==> src/rtl/psf_pkg.sv <==
// ----------------------------------------------------------------------------
// Plucked-string filter package
// Shared widths, register indexes, reset values and interface types.
// ----------------------------------------------------------------------------
package psf_pkg;

    // Sample and coefficient widths
    localparam int SAMPLE_BITS = 16;
    localparam int DELAY_W     = 13;
    localparam int GAIN_W      = 16;
    localparam int COEF_W      = 17;

    // Comb and lowpass values carry two guard bits over a sample.
    localparam int G_W    = SAMPLE_BITS + 2;
    // Multiplicand of the serial multiplier: a delay-line sample or lowpass minus previous output.
    localparam int DIFF_W = G_W + 1;
    // Rounded product width.
    localparam int RND_W  = DIFF_W + 2;

    // Configuration port
    localparam int CFG_W      = 17;
    localparam int CFG_ADDR_W = 2;

    localparam logic [CFG_ADDR_W-1:0] REG_DELAY_LENGTH = 2'd0;
    localparam logic [CFG_ADDR_W-1:0] REG_COMB_GAIN    = 2'd1;
    localparam logic [CFG_ADDR_W-1:0] REG_ALLPASS_COEF = 2'd2;

    localparam logic [DELAY_W-1:0] DELAY_RESET = 13'd100;
    localparam logic [GAIN_W-1:0]  GAIN_RESET  = 16'd65000;
    localparam logic [COEF_W-1:0]  COEF_RESET  = 17'd32768;
    localparam logic [COEF_W-1:0]  COEF_ONE    = 17'd65536;

    localparam int MAX_DELAY_DEF = 4096;

    // Item kinds carried in tuser
    localparam logic MODE_PROCESS = 1'b0;
    localparam logic MODE_RESTART = 1'b1;

    // Control from the sequencer to the delay line
    typedef struct packed {
        logic rd_en;
        logic wr_en;
        logic clear;
    } psf_dl_ctrl_t;

endpackage

==> src/rtl/psf_serial_mult.sv <==
// ----------------------------------------------------------------------------
// Plucked-string filter serial multiplier
// Signed by unsigned shift-add multiplier, one multiplier bit per cycle,
// with Q1.16 round-half-up on the product.
// ----------------------------------------------------------------------------
module psf_serial_mult (
    input  logic                                clk,
    input  logic                                rst_n,
    input  logic                                start,
    input  logic signed [psf_pkg::DIFF_W-1:0]   mcand,
    input  logic        [psf_pkg::COEF_W-1:0]   mplier,
    output logic                                done,
    output logic signed [psf_pkg::RND_W-1:0]    result
);

    localparam int AW    = psf_pkg::DIFF_W + 1;
    localparam int NW    = psf_pkg::COEF_W;
    localparam int CNT_W = $clog2(NW);

    logic signed [AW-1:0]              acc_reg;
    logic        [NW-1:0]              lo_reg;
    logic signed [psf_pkg::DIFF_W-1:0] mcand_reg;
    logic        [NW-1:0]              mplier_reg;
    logic        [CNT_W-1:0]           cnt_reg;
    logic                              busy_reg;
    logic                              done_reg;

    logic signed [AW-1:0] addend;
    logic signed [AW-1:0] sum;

    assign addend = mplier_reg[0] ? {mcand_reg[psf_pkg::DIFF_W-1], mcand_reg} : '0;
    assign sum    = acc_reg + addend;

    always_ff @(posedge clk or negedge rst_n)
    begin
        if (!rst_n)
        begin
            busy_reg <= 1'b0;
            done_reg <= 1'b0;
            cnt_reg  <= '0;
        end
        else
        begin
            done_reg <= 1'b0;
            if (start)
            begin
                busy_reg <= 1'b1;
                cnt_reg  <= '0;
            end
            else if (busy_reg)
            begin
                cnt_reg <= cnt_reg + 1'b1;
                if (cnt_reg == CNT_W'(NW - 1))
                begin
                    busy_reg <= 1'b0;
                    done_reg <= 1'b1;
                end
            end
        end
    end

    // The partial sum shifts right each step; its low bit drops into lo_reg.
    always_ff @(posedge clk)
    begin
        if (start)
        begin
            acc_reg    <= '0;
            lo_reg     <= '0;
            mcand_reg  <= mcand;
            mplier_reg <= mplier;
        end
        else if (busy_reg)
        begin
            acc_reg    <= {sum[AW-1], sum[AW-1:1]};
            lo_reg     <= {sum[0], lo_reg[NW-1:1]};
            mplier_reg <= {1'b0, mplier_reg[NW-1:1]};
        end
    end

    // Product is {acc, lo}; adding 2^15 and flooring by 2^16 keeps acc and
    // the top low bit, plus the next low bit as the rounding carry.
    assign result = $signed({acc_reg, lo_reg[NW-1]})
                  + $signed({{(psf_pkg::RND_W-1){1'b0}}, lo_reg[NW-2]});
    assign done   = done_reg;

`ifndef SYNTHESIS
    a_start_busy: assert property (@(posedge clk) disable iff (!rst_n)
        start |=> busy_reg)
        else $error("multiplier did not start");

    a_done_idle: assert property (@(posedge clk) disable iff (!rst_n)
        done_reg |-> !busy_reg)
        else $error("multiplier done while still busy");
`endif

endmodule

==> config.mk <==
export PLATFORM = sky130hd
export DESIGN_NAME = psf_serial_mult
export DESIGN_NICKNAME = d
export VERILOG_FILES = /design/src/rtl/psf_pkg.sv /design/src/rtl/psf_serial_mult.sv
export SDC_FILE = /design/constraint.sdc
export NUM_CORES = 1
export LEC_CHECK = 0
export CORE_ASPECT_RATIO = 0.75
export CORE_UTILIZATION = 36
export DETAILED_ROUTE_END_ITERATION = 6
export DONT_BUFFER_PORTS = 1
export SLEW_MARGIN = 5
export SYNTH_ARGS = -nofsm -noshare
export SYNTH_HDL_FRONTEND = slang
export SYNTH_SLANG_ARGS = --single-unit
export TNS_END_PERCENT = 5
==> constraint.sdc <==
create_clock -name clk -period 5 [get_ports clk]
set_input_delay 1.25 -clock clk [delete_from_list [all_inputs] [get_ports clk]]
set_output_delay 1.25 -clock clk [all_outputs]
set_load 0.02 [all_outputs]
==> out/qor.csv <==
stage,metric,value,unit
timing,final hold violations,0,
cts,CTS Buf Count,9,
setup_path,CP max FO,4,
grt,first-pass GRT wire length,15260,µm
setup_path,Buf/Inv on CP,0,
synth,Compound-Gate Fraction of Synth Area,15.18,%
setup_path,critical path arrival,2280,ps
timing,period utilization,70.50,%
route,Detailed Routing Iterations Pass 1,5,
placement,IO Port Bufs,0,
route,WL/cell,18.22,µm
cells_and_area,"Core Util, Final",41.20,%
power_and_ir_drop,total power,1.888,mW
status,outcome,"complete, no violations",
cts,Hold Buf Count CTS,0,
synth,Post-synth EDFFs,36,
cts,CTS tree,built,
placement,Area after DPL,4046,µm²
setup_path,startpoint types,register,
cts,post-CTS setup buffer count,0,
cells_and_area,Area Overhead vs Synth,9.761,%
timing,final worst setup slack,1475,ps
setup_path,max incr delay on CP,410,ps
synth,Synth Area in Adders,7.847,%
power_and_ir_drop,Worst VDD drop,209.7,µV
run,max-cap viol count,0,
setup_path,endpoint class of the critical path,primary output,
route,DR vias,2967,
route,Routed Antenna Nets,0,
timing,Worst slew margin,35.51,%
synth,"Seq/Total Area, Yosys",42.74,%
placement,worst slack after detailed placement,1802,ps
synth,Netlist cell types,55,
synth,syn nets,449,
cts,clock latency on the worst-skew pair,330,ps
setup_path,critical path type,reg2out,
placement,Routability Congestion,0.9242,
synth,Post-Synth Simple-Gate Area,18.79,%
route,Final Routed Wirelength,9565,µm
route,via/cell ratio,5.651,
timing,Tightest Pin Transition,967.3,ps
cells_and_area,multi-input logic area,2136,µm²
cts,CTS Buffer Depth,2,
timing,count of final max-slew check failures,0,
cts,Worst-path clk slew,60,ps
setup_path,Worst EP required,3750,ps
cells_and_area,fill count,1034,
die,Core Footprint,10450,µm²
timing,worst hold slack,511.4,ps
die,Die X,122.5,µm
die,FP Rows,32,
setup_path,crit-path cells,"ha_1, ha_1, nand4_1, nor2_1, nand2_1, nor2_1, xor2_1",
placement,dpl cells,509,
setup_path,critical-path cell with the highest stage delay,xor2_1,
synth,mux share of post-synthesis cell area,6.380,%
die,Initial Util,37.54,%
timing,Finish-stage setup viols,0,
timing,Clock Skew,8.147,ps
die,DIE HEIGHT,92.40,µm
synth,Synth async-reset ratio,10.94,%
cts,clock sink count,64,
die,die area,11320,µm²
cells_and_area,final cell count without fillers,525,
die,I/O pin count,61,
cells_and_area,register area,1677,µm²
synth,Mapped Area,3923,µm²
power_and_ir_drop,PD cells,438.6,nW/µm²
cells_and_area,final net count,447,
timing,unrepaired setup endpoints after global routing,no,
grt,largest net degree at the start of global routing,58,
timing,post-layout min period,3525,ps
route,drt initial violations,186,
cells_and_area,Layout Cell Area excl Fill,4305,µm²
setup_path,Top delay family on crit path,simple AND/OR/NAND/NOR gates,
synth,Cells after Synth,386,
timing,setup TNS,0,ps
synth,synth warn,0,
synth,largest family of logic cells by synthesized area,simple AND/OR/NAND/NOR gates,
placement,hpwl dp,6860,µm
cells_and_area,Ant. Diodes,0,
grt,global route total overflow,0,
cts,CTS root buf,clkbuf_16,
synth,Synth Area per Inst,10.16,µm²
synth,ys flop type,edfxtp_1,
timing,Max Clock Freq,0.2837,GHz
grt,Tot GR Track Use,18.13,%
cts,PostCTS Resize Cnt,0,
grt,number of global-route vias before repair,2869,
synth,XOR/XNOR Fraction of Synth Area,6.252,%
synth,count of state elements after synthesis,64,
cts,H-tree Lvls,3,
power_and_ir_drop,leakage,1.796,nW
cells_and_area,layout cells sized above 1,9.512,%
grt,initial antenna violation count,1,
hold_path,HP Class,reg2reg,
route,# DRC,0,
power by group:
part | leakage [nW] | switching [mW] | internal, mW
Sequential | 0.632 | 0.107 | 0.642
Clock | 0.127 | 0.231 | 0.331
Combinational | 1.04 | 0.356 | 0.222
worst register-to-register path: cells and delay by family (launching register included):
| kind | cells | cell delay (ps) |
|---|---|---|
| simple gates | 2 | 790 |
| flops | 1 | 590 |
| compound gates | 4 | 850 |
| fa+ha+maj | 2 | 600 |
synthesized netlist by cell type, drive strengths merged (14+ instances only):
cell type / count / area, µm²
edfxtp: 36 / 1081
mux2: 16 / 180.2
dfxtp: 21 / 420.4
inv: 15 / 56.30
and2: 23 / 143.9
xor2: 14 / 122.6
ha: 23 / 287.8
nand2: 26 / 97.59
xnor2: 14 / 122.6
a21oi: 17 / 88.84
nand3: 14 / 70.07
nor2: 31 / 116.4
metal layers:
layer | routed length, µm | track usage, % | share of wire, % | vias to the layer above
met5 | 16 | 0 | 0.17 | -
met4 | 84 | 4.675 | 0.88 | 2
met3 | 978 | 8.929 | 10 | 10
met2 | 3701 | 23.74 | 39 | 128
met1 | 4785 | 25.81 | 50 | 1393
li1 | - | - | - | 1434
layout by cell type (no fill, tap or decap), types with 4 or more instances in the layout:
cell type	synthesis	final
and3_1	8	8
a211oi_1	7	7
o21a_1	5	5
nor2_1	31	31
inv_1	15	15
a21oi_1	16	16
mux2i_1	7	7
nand4_1	11	11
clkbuf_16	0	9
xnor2_1	14	14
a21o_1	10	10
nand2_1	26	26
and2_1	22	22
dfxtp_1	21	21
nand2b_1	4	4
dfrtp_1	7	7
o21ai_0	9	9
mux2_2	16	16
xor2_1	14	14
nor3_1	4	4
nand3_1	14	14
a32o_1	4	4
a221oi_1	5	5
edfxtp_1	36	36
ha_1	23	23
logic make-up (layout without fill, tap and decap cells):
kind of cell,after synthesis,after routing
adders and majority gates,24,24
xor gates and xnor gates,28,28
AOI/OAI and AO/OA,79,79
and+or+nand+nor,139,139
buffers and inverters,29,32
DFF,64,64
muxes,23,23
cell type report:
class,instances,area share [%]
flip-flops and latches,64,38.94
inverters,15,1.308
multi-input cells,293,49.61
clock buffers,11,5.405
clock inverters,5,0.6103
well taps,136,3.952
repair buffers,1,0.1744
path summary, 6_finish.rpt:
check	cells after the start	startpoint	slack (ps)	to
worst max-delay path	7	lo_reg[16]	1470	result[16]
worst min-delay path	2	lo_reg[15]	510	lo_reg[15]
worst max register to register	8	mplier_reg[0]	2060	acc_reg[17]
worst min register to register	2	lo_reg[15]	510	lo_reg[15]
max in group asynchronous	0	rst_n	4320	cnt_reg[3]
min in group asynchronous	0	rst_n	610	done
Note: power is estimated with default switching activity, not from simulation.
